--- config.mk ---
export PLATFORM = sky130hd
export DESIGN_NAME = msgpack_token_decoder_core_flat
export DESIGN_NICKNAME = d
export VERILOG_FILES = /design/src/mtd_pkg.sv /design/src/mtd_stream_if.sv /design/src/mtd_front.sv /design/src/mtd_fifo.sv /design/src/mtd_back.sv /design/src/msgpack_token_decoder_core.sv /design/src/flat_wrapper.sv
export SDC_FILE = /design/constraint.sdc
export NUM_CORES = 1
export LEC_CHECK = 0
export ABC_AREA = 0
export BUFFER_PORTS_ARGS = -buffer_cell sky130_fd_sc_hd__buf_2
export CORE_UTILIZATION = 45
export CTS_CLUSTER_DIAMETER = 200
export DETAILED_ROUTE_END_ITERATION = 12
export SYNTH_ARGS = -nofsm -noshare
export SYNTH_HDL_FRONTEND = slang
export SYNTH_SLANG_ARGS = --single-unit
--- constraint.sdc ---
create_clock -name i_clk -period 10.7 [get_ports i_clk]
set_clock_uncertainty 0.1 [all_clocks]
set_input_delay 1.07 -clock i_clk [delete_from_list [all_inputs] [get_ports i_clk]]
set_output_delay 1.07 -clock i_clk [all_outputs]
set_load 0.02 [all_outputs]
--- src/mtd_pkg.sv ---
package mtd_pkg;

    localparam int QUEUE_DEPTH = 2;

    typedef logic [3:0] t_kind;

    localparam t_kind K_NIL        = 4'd0;
    localparam t_kind K_FALSE      = 4'd1;
    localparam t_kind K_TRUE       = 4'd2;
    localparam t_kind K_UINT       = 4'd3;
    localparam t_kind K_SINT       = 4'd4;
    localparam t_kind K_F32        = 4'd5;
    localparam t_kind K_F64        = 4'd6;
    localparam t_kind K_STR        = 4'd7;
    localparam t_kind K_BIN        = 4'd8;
    localparam t_kind K_ARRAY      = 4'd9;
    localparam t_kind K_MAP        = 4'd10;
    localparam t_kind K_PAYLOAD    = 4'd11;
    localparam t_kind K_INVALID    = 4'd12;
    localparam t_kind K_TRUNC      = 4'd13;
    // signed integer waiting for its first byte to pick the sign fill
    localparam t_kind K_SINT_FIRST = 4'd15;

    // type codes
    localparam logic [7:0] C_POSFIX_LO = 8'h00;
    localparam logic [7:0] C_POSFIX_HI = 8'h7f;
    localparam logic [7:0] C_FIXMAP_LO = 8'h80;
    localparam logic [7:0] C_FIXMAP_HI = 8'h8f;
    localparam logic [7:0] C_FIXARR_LO = 8'h90;
    localparam logic [7:0] C_FIXARR_HI = 8'h9f;
    localparam logic [7:0] C_FIXSTR_LO = 8'ha0;
    localparam logic [7:0] C_FIXSTR_HI = 8'hbf;
    localparam logic [7:0] C_NIL       = 8'hc0;
    localparam logic [7:0] C_FALSE     = 8'hc2;
    localparam logic [7:0] C_TRUE      = 8'hc3;
    localparam logic [7:0] C_BIN8      = 8'hc4;
    localparam logic [7:0] C_BIN16     = 8'hc5;
    localparam logic [7:0] C_BIN32     = 8'hc6;
    localparam logic [7:0] C_FLOAT32   = 8'hca;
    localparam logic [7:0] C_FLOAT64   = 8'hcb;
    localparam logic [7:0] C_UINT8     = 8'hcc;
    localparam logic [7:0] C_UINT16    = 8'hcd;
    localparam logic [7:0] C_UINT32    = 8'hce;
    localparam logic [7:0] C_UINT64    = 8'hcf;
    localparam logic [7:0] C_INT8      = 8'hd0;
    localparam logic [7:0] C_INT16     = 8'hd1;
    localparam logic [7:0] C_INT32     = 8'hd2;
    localparam logic [7:0] C_INT64     = 8'hd3;
    localparam logic [7:0] C_STR8      = 8'hd9;
    localparam logic [7:0] C_STR16     = 8'hda;
    localparam logic [7:0] C_STR32     = 8'hdb;
    localparam logic [7:0] C_ARRAY16   = 8'hdc;
    localparam logic [7:0] C_ARRAY32   = 8'hdd;
    localparam logic [7:0] C_MAP16     = 8'hde;
    localparam logic [7:0] C_MAP32     = 8'hdf;
    localparam logic [7:0] C_NEGFIX_LO = 8'he0;
    localparam logic [7:0] C_NEGFIX_HI = 8'hff;

    typedef enum logic [3:0] {
        PH_IDLE    = 4'b0001,
        PH_HEADER  = 4'b0010,
        PH_PAYLOAD = 4'b0100,
        PH_ERROR   = 4'b1000
    } t_phase;

    // one queue entry: the byte's token, optionally followed by a truncated token
    typedef struct packed {
        t_kind       kind;
        logic [63:0] value;
        logic        add_trunc;
    } t_entry;

endpackage

--- src/mtd_stream_if.sv ---
interface mtd_in_if;
    logic       valid;
    logic       ready;
    logic [7:0] data_byte;
    logic       end_of_buffer;

    modport source(output valid, output data_byte, output end_of_buffer, input ready);
    modport sink(input valid, input data_byte, input end_of_buffer, output ready);
endinterface

interface mtd_out_if;
    logic        valid;
    logic        ready;
    logic [3:0]  token_kind;
    logic [63:0] token_value;
    logic        last_result;

    modport source(output valid, output token_kind, output token_value,
                   output last_result, input ready);
    modport sink(input valid, input token_kind, input token_value,
                 input last_result, output ready);
endinterface

--- src/mtd_front.sv ---
module mtd_front (
    input  logic            i_clk,
    input  logic            i_rst_n,
    mtd_in_if.sink          i_in,
    input  logic            i_full,
    output logic            o_push,
    output mtd_pkg::t_entry o_entry
);
    import mtd_pkg::*;

    t_phase      r_phase, n_phase;
    t_kind       r_pk, n_pk;
    logic [3:0]  r_hbl, n_hbl;
    logic [63:0] r_acc, n_acc;
    logic [31:0] r_pl, n_pl;

    logic        emit_v;
    t_kind       emit_kind;
    logic [63:0] emit_value;
    logic        trunc;
    logic        accept;

    assign i_in.ready = !i_full;
    assign accept     = i_in.valid && i_in.ready;

    always_comb begin
        logic [7:0]  b;
        logic [63:0] acc_base;
        logic [3:0]  hbl_dec;
        t_kind       kind_eff;

        b          = i_in.data_byte;
        n_phase    = r_phase;
        n_pk       = r_pk;
        n_hbl      = r_hbl;
        n_acc      = r_acc;
        n_pl       = r_pl;
        emit_v     = 1'b0;
        emit_kind  = K_NIL;
        emit_value = '0;
        trunc      = 1'b0;
        acc_base   = r_acc;
        hbl_dec    = '0;
        kind_eff   = r_pk;

        unique case (r_phase)
            PH_IDLE: begin
                unique case (b) inside
                    [C_POSFIX_LO:C_POSFIX_HI]: begin
                        emit_v = 1'b1; emit_kind = K_UINT; emit_value = {56'd0, b};
                    end
                    [C_FIXMAP_LO:C_FIXMAP_HI]: begin
                        emit_v = 1'b1; emit_kind = K_MAP; emit_value = {60'd0, b[3:0]};
                    end
                    [C_FIXARR_LO:C_FIXARR_HI]: begin
                        emit_v = 1'b1; emit_kind = K_ARRAY; emit_value = {60'd0, b[3:0]};
                    end
                    [C_FIXSTR_LO:C_FIXSTR_HI]: begin
                        emit_v = 1'b1; emit_kind = K_STR; emit_value = {59'd0, b[4:0]};
                        if (b[4:0] != 5'd0) begin
                            n_phase = PH_PAYLOAD;
                            n_pl    = {27'd0, b[4:0]};
                        end
                    end
                    [C_NEGFIX_LO:C_NEGFIX_HI]: begin
                        emit_v = 1'b1; emit_kind = K_SINT; emit_value = {56'hff_ffff_ffff_ffff, b};
                    end
                    C_NIL: begin
                        emit_v = 1'b1; emit_kind = K_NIL;
                    end
                    C_FALSE: begin
                        emit_v = 1'b1; emit_kind = K_FALSE;
                    end
                    C_TRUE: begin
                        emit_v = 1'b1; emit_kind = K_TRUE;
                    end
                    C_BIN8, C_BIN16, C_BIN32: begin
                        n_phase = PH_HEADER; n_pk = K_BIN; n_acc = '0;
                        n_hbl = 4'd1 << b[1:0];
                    end
                    C_FLOAT32: begin
                        n_phase = PH_HEADER; n_pk = K_F32; n_acc = '0; n_hbl = 4'd4;
                    end
                    C_FLOAT64: begin
                        n_phase = PH_HEADER; n_pk = K_F64; n_acc = '0; n_hbl = 4'd8;
                    end
                    C_UINT8, C_UINT16, C_UINT32, C_UINT64: begin
                        n_phase = PH_HEADER; n_pk = K_UINT; n_acc = '0;
                        n_hbl = 4'd1 << b[1:0];
                    end
                    C_INT8, C_INT16, C_INT32, C_INT64: begin
                        n_phase = PH_HEADER; n_pk = K_SINT_FIRST; n_acc = '0;
                        n_hbl = 4'd1 << b[1:0];
                    end
                    C_STR8: begin
                        n_phase = PH_HEADER; n_pk = K_STR; n_acc = '0; n_hbl = 4'd1;
                    end
                    C_STR16: begin
                        n_phase = PH_HEADER; n_pk = K_STR; n_acc = '0; n_hbl = 4'd2;
                    end
                    C_STR32: begin
                        n_phase = PH_HEADER; n_pk = K_STR; n_acc = '0; n_hbl = 4'd4;
                    end
                    C_ARRAY16: begin
                        n_phase = PH_HEADER; n_pk = K_ARRAY; n_acc = '0; n_hbl = 4'd2;
                    end
                    C_ARRAY32: begin
                        n_phase = PH_HEADER; n_pk = K_ARRAY; n_acc = '0; n_hbl = 4'd4;
                    end
                    C_MAP16: begin
                        n_phase = PH_HEADER; n_pk = K_MAP; n_acc = '0; n_hbl = 4'd2;
                    end
                    C_MAP32: begin
                        n_phase = PH_HEADER; n_pk = K_MAP; n_acc = '0; n_hbl = 4'd4;
                    end
                    default: begin
                        // ext, fixext and the never-used code
                        emit_v = 1'b1; emit_kind = K_INVALID;
                        n_phase = PH_ERROR;
                    end
                endcase
            end
            PH_HEADER: begin
                if (r_pk == K_SINT_FIRST) begin
                    acc_base = {64{b[7]}};
                    kind_eff = K_SINT;
                end
                n_pk    = kind_eff;
                n_acc   = {acc_base[55:0], b};
                hbl_dec = (r_hbl != 4'd0) ? r_hbl - 4'd1 : 4'd0;
                n_hbl   = hbl_dec;
                if (hbl_dec == 4'd0) begin
                    emit_v    = 1'b1;
                    emit_kind = kind_eff;
                    if (kind_eff == K_STR || kind_eff == K_BIN) begin
                        emit_value = {32'd0, n_acc[31:0]};
                        if (n_acc[31:0] != 32'd0) begin
                            n_phase = PH_PAYLOAD;
                            n_pl    = n_acc[31:0];
                        end else begin
                            n_phase = PH_IDLE;
                        end
                    end else begin
                        emit_value = n_acc;
                        n_phase    = PH_IDLE;
                    end
                end
            end
            PH_PAYLOAD: begin
                emit_v     = 1'b1;
                emit_kind  = K_PAYLOAD;
                emit_value = {56'd0, b};
                n_pl       = r_pl - 32'd1;
                if (n_pl == 32'd0) n_phase = PH_IDLE;
            end
            PH_ERROR: begin
                // drop bytes until the buffer ends
            end
            default: begin
                n_phase = PH_IDLE;
            end
        endcase

        if (i_in.end_of_buffer) begin
            trunc   = (n_phase == PH_HEADER) || (n_phase == PH_PAYLOAD);
            n_phase = PH_IDLE;
            n_pk    = K_NIL;
            n_hbl   = '0;
            n_acc   = '0;
            n_pl    = '0;
        end
    end

    always_comb begin
        o_push = accept && (emit_v || trunc);
        if (emit_v) begin
            o_entry.kind      = emit_kind;
            o_entry.value     = emit_value;
            o_entry.add_trunc = trunc;
        end else begin
            o_entry.kind      = K_TRUNC;
            o_entry.value     = '0;
            o_entry.add_trunc = 1'b0;
        end
    end

    always_ff @(posedge i_clk) begin
        if (!i_rst_n) begin
            r_phase <= PH_IDLE;
            r_pk    <= K_NIL;
            r_hbl   <= '0;
            r_acc   <= '0;
            r_pl    <= '0;
        end else if (accept) begin
            r_phase <= n_phase;
            r_pk    <= n_pk;
            r_hbl   <= n_hbl;
            r_acc   <= n_acc;
            r_pl    <= n_pl;
        end
    end

    a_payload_nonzero: assert property (@(posedge i_clk) disable iff (!i_rst_n)
        r_phase == PH_PAYLOAD |-> r_pl != 32'd0)
        else $error("payload phase with zero bytes left");

    a_header_nonzero: assert property (@(posedge i_clk) disable iff (!i_rst_n)
        r_phase == PH_HEADER |-> r_hbl != 4'd0)
        else $error("header phase with zero bytes left");

    a_eob_to_idle: assert property (@(posedge i_clk) disable iff (!i_rst_n)
        accept && i_in.end_of_buffer |=> r_phase == PH_IDLE && r_acc == 64'd0)
        else $error("end of buffer did not return to idle");

endmodule

--- src/mtd_fifo.sv ---
module mtd_fifo #(
    parameter int DEPTH = mtd_pkg::QUEUE_DEPTH
) (
    input  logic            i_clk,
    input  logic            i_rst_n,
    input  logic            i_push,
    input  mtd_pkg::t_entry i_data,
    output logic            o_full,
    input  logic            i_pop,
    output mtd_pkg::t_entry o_data,
    output logic            o_empty
);
    import mtd_pkg::*;

    localparam int PTR_W = (DEPTH > 1) ? $clog2(DEPTH) : 1;
    localparam int CNT_W = $clog2(DEPTH + 1);

    t_entry             r_mem [DEPTH];
    logic [PTR_W-1:0]   r_wr, r_rd;
    logic [CNT_W-1:0]   r_cnt;
    logic               do_push, do_pop;

    assign o_full  = (r_cnt == CNT_W'(DEPTH));
    assign o_empty = (r_cnt == '0);
    assign do_push = i_push && !o_full;
    assign do_pop  = i_pop && !o_empty;
    assign o_data  = r_mem[r_rd];

    always_ff @(posedge i_clk) begin
        if (do_push) r_mem[r_wr] <= i_data;
    end

    always_ff @(posedge i_clk) begin
        if (!i_rst_n) begin
            r_wr  <= '0;
            r_rd  <= '0;
            r_cnt <= '0;
        end else begin
            if (do_push) r_wr <= (r_wr == PTR_W'(DEPTH - 1)) ? '0 : r_wr + 1'b1;
            if (do_pop)  r_rd <= (r_rd == PTR_W'(DEPTH - 1)) ? '0 : r_rd + 1'b1;
            if (do_push && !do_pop)      r_cnt <= r_cnt + 1'b1;
            else if (do_pop && !do_push) r_cnt <= r_cnt - 1'b1;
        end
    end

    a_cnt_bound: assert property (@(posedge i_clk) disable iff (!i_rst_n)
        r_cnt <= CNT_W'(DEPTH))
        else $error("queue count beyond depth");

    a_no_push_full: assert property (@(posedge i_clk) disable iff (!i_rst_n)
        i_push |-> !o_full)
        else $error("push into full queue");

    a_cnt_grow: assert property (@(posedge i_clk) disable iff (!i_rst_n)
        do_push && !do_pop |=> r_cnt == $past(r_cnt) + 1'b1)
        else $error("queue count did not follow push");

endmodule

--- src/mtd_back.sv ---
module mtd_back (
    input  logic            i_clk,
    input  logic            i_rst_n,
    input  mtd_pkg::t_entry i_data,
    input  logic            i_empty,
    output logic            o_pop,
    mtd_out_if.source       o_out
);
    import mtd_pkg::*;

    logic        r_valid;
    t_kind       r_kind;
    logic [63:0] r_value;
    logic        r_last;
    logic        r_pend;
    logic        load;

    assign load  = !r_valid || o_out.ready;
    assign o_pop = load && !r_pend && !i_empty;

    assign o_out.valid       = r_valid;
    assign o_out.token_kind  = r_kind;
    assign o_out.token_value = r_value;
    assign o_out.last_result = r_last;

    always_ff @(posedge i_clk) begin
        if (!i_rst_n) begin
            r_valid <= 1'b0;
            r_pend  <= 1'b0;
        end else if (load) begin
            if (r_pend) begin
                r_valid <= 1'b1;
                r_pend  <= 1'b0;
            end else begin
                r_valid <= !i_empty;
                r_pend  <= !i_empty && i_data.add_trunc;
            end
        end
    end

    always_ff @(posedge i_clk) begin
        if (load) begin
            if (r_pend) begin
                // second beat of the entry
                r_kind  <= K_TRUNC;
                r_value <= '0;
                r_last  <= 1'b1;
            end else begin
                r_kind  <= i_data.kind;
                r_value <= i_data.value;
                r_last  <= !i_data.add_trunc;
            end
        end
    end

    a_pend_held: assert property (@(posedge i_clk) disable iff (!i_rst_n)
        r_pend |-> r_valid && !r_last)
        else $error("truncated token pending without a held first beat");

    a_trunc_last: assert property (@(posedge i_clk) disable iff (!i_rst_n)
        r_valid && r_kind == K_TRUNC |-> r_last)
        else $error("truncated token not marked last");

    a_trunc_follows: assert property (@(posedge i_clk) disable iff (!i_rst_n)
        r_pend && o_out.ready |=> r_valid && r_kind == K_TRUNC && !r_pend)
        else $error("truncated token did not follow its first beat");

endmodule

--- src/msgpack_token_decoder_core.sv ---
// MessagePack token decoder. Takes one byte of the encoded buffer per beat on i_in and
// emits flat tokens on o_out (kind, 64-bit value, last flag per byte). A byte is accepted
// every cycle while the token queue between the decode front and the output stage has
// room (QUEUE_DEPTH entries); the front decides a byte's tokens in the cycle it accepts
// it. The output stage sends one token per cycle while o_out.ready is high, so a byte
// that ends the buffer inside an item yields its own token plus a truncated token, sent in
// turn; sustained input rate is one byte per cycle otherwise, while o_out.ready is high.
// A token enters the queue as its byte is accepted, then the output register. Multi-byte
// fields are big-endian; after an invalid code, bytes are dropped until end_of_buffer.
module msgpack_token_decoder_core #(
    parameter int QUEUE_DEPTH = mtd_pkg::QUEUE_DEPTH
) (
    input  logic       i_clk,
    input  logic       i_rst_n,
    mtd_in_if.sink     i_in,
    mtd_out_if.source  o_out
);
    import mtd_pkg::*;

    t_entry front_entry, queue_head;
    logic   push, full, pop, empty;

    mtd_front u_front (
        .i_clk   (i_clk),
        .i_rst_n (i_rst_n),
        .i_in    (i_in),
        .i_full  (full),
        .o_push  (push),
        .o_entry (front_entry)
    );

    mtd_fifo #(.DEPTH(QUEUE_DEPTH)) u_fifo (
        .i_clk   (i_clk),
        .i_rst_n (i_rst_n),
        .i_push  (push),
        .i_data  (front_entry),
        .o_full  (full),
        .i_pop   (pop),
        .o_data  (queue_head),
        .o_empty (empty)
    );

    mtd_back u_back (
        .i_clk   (i_clk),
        .i_rst_n (i_rst_n),
        .i_data  (queue_head),
        .i_empty (empty),
        .o_pop   (pop),
        .o_out   (o_out)
    );

endmodule

--- src/flat_wrapper.sv ---
// flat-port wrapper written by rule: the top's interface ports become plain ports
module msgpack_token_decoder_core_flat import mtd_pkg::*;
#(
    parameter int QUEUE_DEPTH = mtd_pkg::QUEUE_DEPTH
)
  (i_clk, i_rst_n, i_in_valid, i_in_data_byte, i_in_end_of_buffer, i_in_ready, o_out_valid, o_out_token_kind, o_out_token_value, o_out_last_result, o_out_ready);
  mtd_in_if i_in_i ();
  mtd_out_if o_out_i ();
  input  logic i_clk;
  input  logic i_rst_n;
  input wire logic [$bits(i_in_i.valid)-1:0] i_in_valid;
  input wire logic [$bits(i_in_i.data_byte)-1:0] i_in_data_byte;
  input wire logic [$bits(i_in_i.end_of_buffer)-1:0] i_in_end_of_buffer;
  output wire logic [$bits(i_in_i.ready)-1:0] i_in_ready;
  output wire logic [$bits(o_out_i.valid)-1:0] o_out_valid;
  output wire logic [$bits(o_out_i.token_kind)-1:0] o_out_token_kind;
  output wire logic [$bits(o_out_i.token_value)-1:0] o_out_token_value;
  output wire logic [$bits(o_out_i.last_result)-1:0] o_out_last_result;
  input wire logic [$bits(o_out_i.ready)-1:0] o_out_ready;
  assign i_in_i.valid = i_in_valid;
  assign i_in_i.data_byte = i_in_data_byte;
  assign i_in_i.end_of_buffer = i_in_end_of_buffer;
  assign i_in_ready = i_in_i.ready;
  assign o_out_valid = o_out_i.valid;
  assign o_out_token_kind = o_out_i.token_kind;
  assign o_out_token_value = o_out_i.token_value;
  assign o_out_last_result = o_out_i.last_result;
  assign o_out_i.ready = o_out_ready;
  msgpack_token_decoder_core #(.QUEUE_DEPTH(QUEUE_DEPTH)) u_core (.i_clk(i_clk), .i_rst_n(i_rst_n), .i_in(i_in_i), .o_out(o_out_i));
endmodule
# Yosys cells after proc, flatten, opt, wreduce, memory -nomap -nowiden
# Memory sizes are Yosys's and may differ from the RTL's. A register that Yosys moved wholly into a read port is not among the register bits.
# Cells that the tools add are included.
[word_totals]
regBits = 175
ramBits = 138
inputBits = 13
output_inout_bits = 71
word_cells = 174
n_memories = 1
[memory_table]
columns = ["memory", "words", "word_bits", "read_ports", "rd_clocked_by_memory_dff", "write_ports", "line_no", "rtl"]
rows = [
  ["u_core.u_fifo.r_mem", 2, 69, 1, 1, 1, "mtd_fifo.sv:18", "t_entry r_mem [DEPTH];"],
]
[classes]
add_sub_neg = 6
n_lt_le_gt_ge = 10
eq_ne = 41
shift = 1
mux = 51
reduce_logical = 51
[ops]
columns = ["cell", "count"]
rows = [
  ["64-bit case mux with 4 select lines", 1],
  ["56-bit 2-to-1 mux", 4],
  ["32-bit 2-to-1 mux", 6],
  ["64-bit case mux with 3 select lines", 1],
  ["8-bit equality test (second input constant)", 23],
  ["64-bit 2-to-1 mux", 2],
  ["56-bit case mux with 2 select lines", 1],
  ["32-bit case mux with 3 select lines", 1],
  ["69-bit 2-to-1 mux", 1],
  ["4-bit case mux with 8 select lines", 2],
  ["4-bit 2-to-1 mux", 11],
  ["8-bit >= comparator (second input constant)", 4],
  ["8-bit <= comparator (second input constant)", 4],
  ["32-bit logical NOT", 1],
  ["32-bit nonzero test", 1],
  ["32-bit by 1-bit subtractor with 32-bit output (second input constant)", 1],
  ["4-bit case mux with 3 select lines", 2],
  ["21-bit OR reduction", 1],
  ["4-bit case mux with 5 select lines", 1],
  ["20-bit OR reduction", 1],
  ["3-bit != test (second input constant)", 6],
  ["4-bit case mux with 2 select lines", 2],
  ["4-bit case mux with 4 select lines", 1],
  ["1-bit logical AND", 14],
  ["other kinds (33)", 68],
]

# Logic depth before layout (Yosys ltp)
[depth]
ltp_word = 18
ltp_mapped = 10

# Cells and area by module
# Synthesis repeated with hierarchy kept, for this count alone.
[unflattened]
hier_cells = 1316
area_unflattened_um2 = 14271.2
[modules_own_cells]
columns = ["module", "n_inst", "cells_each", "area_each_um2", "seq_area_each_um2"]
rows = [
  ["mtd_front", 1, 920, 6373.6, 2001.9],
  ["mtd_fifo", 1, 240, 5251.3, 4244.1],
  ["mtd_back", 1, 156, 2646.3, 2112.0],
]

# Worst setup path before layout
# Ideal clock, no wire load.
[synth_path]
path_kind = "input -> register"
from = "in i_in_data_byte[3]"
to = "mem u_core.u_fifo.r_mem[0][0] (netlist name), enable pin"
setup_ps = 506
arrival_ps = 5538
required_ps = 10094
setup_slack_ps = 4556
stages = 7
n_path_buf = 1
path_cell_list = "clkbuf_1 -> nand2b_1 -> a221oi_1 -> nor3_1 -> nand2b_1 -> a41oi_1 -> nor2b_1"
[synth_between]
elab_chain_cells = 13
elab_cells_between_ends = 59
classes_between = "order compare: 10; eq/ne: 25; mux: 11; reduce/logical: 13"
[synth_rtl]
columns = ["item", "line_no", "rtl"]
rows = [
  ["start: declaration", "flat_wrapper.sv:12", "input wire logic [$bits(i_in_i.data_byte)-1:0] i_in_data_byte;"],
  ["8-bit by 1-bit >= comparator with 1-bit output (no source line), or another cell as far along", "--", ""],
  ["1-bit logical AND (no source line) or 3-bit 2-to-1 mux (tied branches)", "--", ""],
  ["7-bit OR reduction (no source line) or 4-bit 2-to-1 mux (tied branches)", "--", ""],
  ["4-bit case mux with 3 select lines or 4-bit 2-to-1 mux (tied branches)", "mtd_front.sv:48, mtd_front.sv:132", ""],
  ["4-bit case mux with 4 select lines", "mtd_front.sv:46", "unique case (r_phase)"],
  ["4-bit by 2-bit equality test with 1-bit output or 4-bit by 3-bit equality test with 1-bit output (tied branches)", "mtd_front.sv:165", "trunc = (n_phase == PH_HEADER) || (n_phase == PH_PAYLOAD);"],
  ["1-bit logical OR", "mtd_front.sv:165", ""],
  ["1-bit 2-to-1 mux", "mtd_front.sv:164", "if (i_in.end_of_buffer) begin"],
  ["1-bit logical OR *", "mtd_front.sv:175", "o_push = accept && (emit_v || trunc);"],
  ["1-bit logical AND *", "mtd_front.sv:175", ""],
  ["1-bit logical AND *", "mtd_fifo.sv:25", "assign do_push = i_push && !o_full;"],
  ["via u_core.u_fifo.do_push", "mtd_fifo.sv:21", "logic do_push, do_pop;"],
  ["1-bit 2-to-1 mux *", "mtd_fifo.sv:30", "if (do_push) r_mem[r_wr] <= i_data;"],
  ["1-bit 2-to-1 mux (not written as such) *", "mtd_fifo.sv:30", ""],
  ["end: declaration", "mtd_fifo.sv:18", ""],
]
# Mark *: on every way through the listed nets, which the timed path passes. The rest lies on a longest branch.

# Worst setup path in the final report
[layout_path]
from = "reg u_core.u_front.r_phase[1]"
to = "mem u_core.u_fifo.r_mem[0][3] (netlist name), enable pin"
[layout_between]
elab_chain_cells = 11
elab_cells_between_ends = 19
classes_between = "eq/ne: 6; mux: 9; reduce/logical: 4"
[layout_rtl]
columns = ["item", "line_no", "rtl"]
rows = [
  ["start: declaration", "mtd_front.sv:11", "t_phase r_phase, n_phase;"],
  ["start signal: assignment", "mtd_front.sv:195", "r_phase <= n_phase;"],
  ["4-bit 2-to-1 mux", "mtd_front.sv:60", "if (b[4:0] != 5'd0) begin"],
  ["4-bit case mux with 3 select lines", "mtd_front.sv:48", "unique case (b) inside"],
  ["4-bit case mux with 4 select lines", "mtd_front.sv:46", ""],
  ["4-bit by 2-bit equality test with 1-bit output or 4-bit by 3-bit equality test with 1-bit output (tied branches)", "mtd_front.sv:165", ""],
  ["1-bit logical OR", "mtd_front.sv:165", ""],
  ["1-bit 2-to-1 mux", "mtd_front.sv:164", ""],
  ["1-bit logical OR *", "mtd_front.sv:175", ""],
  ["1-bit logical AND *", "mtd_front.sv:175", ""],
  ["1-bit logical AND *", "mtd_fifo.sv:25", ""],
  ["via u_core.u_fifo.do_push", "mtd_fifo.sv:21", ""],
  ["1-bit 2-to-1 mux *", "mtd_fifo.sv:30", ""],
  ["1-bit 2-to-1 mux (not written as such) *", "mtd_fifo.sv:30", ""],
]
# Marked as above.

==> summary.txt <==
Final layout
  • Total Nets Final: ~1400
  • Ant diodes: 0
  • Commonest non-fill, non-tap cell in the layout: edfxtp_1
  • Share of layout cells above drive strength 1: 0.117
  • Fill cell count: about 2800
  • Area growth from synthesis to layout: 12.2%
  • Commonest non-fill, non-tap cells in the layout: 207 x edfxtp_1, 138 x a21oi_1, 119 x nor2_1

Place
  • I/O Buffers: between 80 and 90
  • HPWL Detailed: 22300 µm
  • Setup WS pre-CTS: 5950 ps
  • GP Congestion: between 0.8 and 0.9

Worst setup path
  • Reg2Reg Depth: 6
  • CP Max Fanout: 37
  • CP Data Required Time: approximately 11000 ps
  • WS Path Type: flop to flop
  • Slowest-stage cell, CP: nor2b_4
  • Startpoint Class: flop
  • CP endpoint kind: flop
  • Delay-heaviest family, CP: simple AND/OR/NAND/NOR gates
  • CP most frequent cell: buf_4
  • Number of buffers and inverters on the critical path: 2
  • Critical path, cell by cell: nor4b_2, buf_4, nand2_1, a41oi_1, nor2b_4, buf_4
  • Crit path largest cell delay: approximately 900 ps
  • Reg-to-Reg End: u_core.u_fifo.r_mem[0][3]
  • Setup slack, reg-to-reg: between 6000 and 7000 ps
  • Critical Path Source: u_core.u_front.r_phase[1]
  • Worst r2r src: u_core.u_front.r_phase[1]
  • Worst EP arrival: 4250 ps

STA
  • Max Fclk: roughly 240 MHz
  • Final Max Slew Viols: 0
  • Max_slew headroom: 0.262
  • Final setup vio count: 0
  • Worst Slack Setup Final: about 6500 ps
  • Tcrit/Tclk final: 0.393
  • Hold Vio Cnt, Final: 0
  • Final worst path period need: 4210 ps
  • RSZ-0062 raised after global routing: false
  • Slew @ Worst Pin: ~1100 ps
  • Setup_tns: 0 ps

Global route
  • Tot GR Track Use: 0.215
  • First-pass GRT wire length: ~56000 µm
  • Largest net degree at the start of global routing: approximately 110
  • Initial antenna violation count: 0
  • GRT overflow: 0
  • Number of global-route vias before repair: about 10000

Floorplan
  • Die span in y: between 150 and 200 µm
  • Die ar.: 32400 µm²
  • Initial Util: 0.462
  • CORE AREA: approximately 31000 µm²
  • DIE WIDTH: between 150 and 200 µm
  • Site Rows: 64
  • Ports: between 80 and 90

Synthesis
  • Post-synthesis mux area share: 0.0470
  • Post-synth EDFFs: 207
  • Cell variety after synth: 73
  • Largest family of logic cells by synthesized area: simple AND/OR/NAND/NOR gates
  • Post-Synth XOR/XNOR Area: 0.0110
  • Mapped Area: 14300 µm²
  • Synth Area in Simple Gates: 0.165
  • Mapped Avg Cell Area: 10.5 µm²
  • Synth Net Count: 1371
  • Top FF cell, synth: edfxtp_1
  • Adder-cell share of the synthesized area: 0.00263
  • Area fraction in compound gates after synthesis: 0.154
  • Seq/Total Area, Yosys: 0.586
  • Synth async-reset ratio: 0
  • Synth warn: 0
  • Synth Register Bits: ~310
  • Gate Count Post-Synth: roughly 1400

Clocking
  • Root buffer cell: clkbuf_16
  • Clk_lat worst skew: between 500 and 600 ps
  • Clk buf depth: 3
  • Post-cts gate resize count: 0
  • TritonCTS clock tree: done
  • Clock sink count: 314
  • CTS Hold Bufs: 0
  • Post-CTS setup buffer count: 0
  • Inserted Clock Buffers: 35
  • Clock transition at the registers of the reported paths: about 60 ps
  • # H-tree levels: 2

Detailed routing
  • DR vias/cell: 5.82
  • Post-route ant nets: 0
  • Drt wl/cell: ~19 µm
  • Drt first pass iters: 6
  • Vias: between 10000 and 15000
  • Final WL: 34700 µm
  • Residual DRC: 0
  • DRT iter0 DRCs: 935

Worst hold path
  • Hold Path Sink: u_core.u_front.r_acc[4]
  • Hold path cells: 2
  • Hold_sp: u_core.u_front.r_acc[4]
  • Hold WC Path Type: flop to flop

Pwr
  • Power per cell area: roughly 230 nW/µm²
  • Worst VDD drop: 0.120 mV
  • Static leakage: about 5.6 nW

Run status
  • Status: completed

Run
  • Maxcap violations: 0
[power breakdown]
group	switching, mW	internal (mW)
logic	0.565	0.264
registers	0.0787	1.59
clock network	0.468	0.685
total	1.11	2.54
[cells by family after synthesis]
group	Yosys count
flops	314
xor+xnor	18
simple gates	459
fa+ha+maj	3
buf+inv	127
mux	67
compound gates	367
[state kept, by name, summed over array words and instances, names as in the netlist, named ones only]
signal                           count
u_core.u_back.o_out.valid            1
u_core.u_front.r_pl                 32
u_core.u_front.r_phase               4
u_core.u_front.r_hbl                 4
u_core.u_back.r_pend                 1
u_core.u_back.o_out.token_kind       4
u_core.u_back.o_out.token_value     64
u_core.u_front.r_acc                56
u_core.u_fifo.r_rd                   1
u_core.u_fifo.r_wr                   1
u_core.u_back.o_out.last_result      1
u_core.u_fifo.r_mem                138
u_core.u_front.r_pk                  4
u_core.u_fifo.r_cnt                  2
[through the flow]
step                      cell area (µm²)  hold WS, ps   util  power (mW)  instances
final                               16000          382  0.518        3.65       1802
after floorplan                     14300          344      -        2.27       1355
after detailed placement            14900          369  0.482        2.53       1738
after global routing                16000          399  0.518        3.82       1802
after global placement              14900          357  0.482        2.52       1738
after CTS                           16000          375  0.518        3.69       1802
[worst max-delay path by stage]
| stage | to | slack, ps | cells past startpoint |
|---|---|---|---|
| floorplan | u_core.u_fifo.r_mem[0][0] | 4560 | 7 |
| global placement | u_core.u_fifo.r_mem[0][5] | 6030 | 8 |
| detailed placement | u_core.u_fifo.r_mem[0][4] | 5950 | 8 |
| CTS | u_core.u_fifo.r_mem[0][68] | 6420 | 5 |
| global route | u_core.u_fifo.r_mem[0][6] | 6110 | 5 |
| finish | u_core.u_fifo.r_mem[0][3] | 6490 | 6 |
[worst min-delay path, cell delays in order, from the launching register on]
cell and delay, ps:
dfxtp_1 330, nand2_1 60, a21boi_1 50
[area by class of cell]
cell class	count	area, µm²	share of cell area
sequential	314	8360	0.522
inverter	17	63.8	0.00399
tap	396	495	0.0310
clock inverter	14	133	0.00829
clock buffer	50	973	0.0608
timing repair buffer	97	520	0.0325
multi-input combinational	914	5460	0.341
[Yosys cell counts, drive strengths merged (11+ instances only)]
master | instances | area [µm²]
and2 | 15 | 93.8
edfxtp | 207 | 6220
dfxtp | 107 | 2140
a21oi | 138 | 691
mux2i | 67 | 671
nand2 | 73 | 274
o22ai | 13 | 81.3
xnor2 | 12 | 105
nand3 | 32 | 160
nor4 | 24 | 169
or3 | 11 | 68.8
buf | 18 | 91.3
nor2b | 62 | 388
o211ai | 14 | 105
nand4 | 12 | 75.1
nor2 | 120 | 450
clkbuf | 92 | 347
a21boi | 18 | 135
o21ai | 107 | 536
nor3 | 69 | 345
inv | 17 | 63.8
[per-layer routing]
layer,GRT usage,up-vias,routed length (µm)
met5,0,-,0
met4,0.0530,0,495
met3,0.0325,42,2040
met2,0.333,326,15500
met1,0.317,5051,16700
li1,-,5073,-
Note: power is estimated with default switching activity, not from simulation.
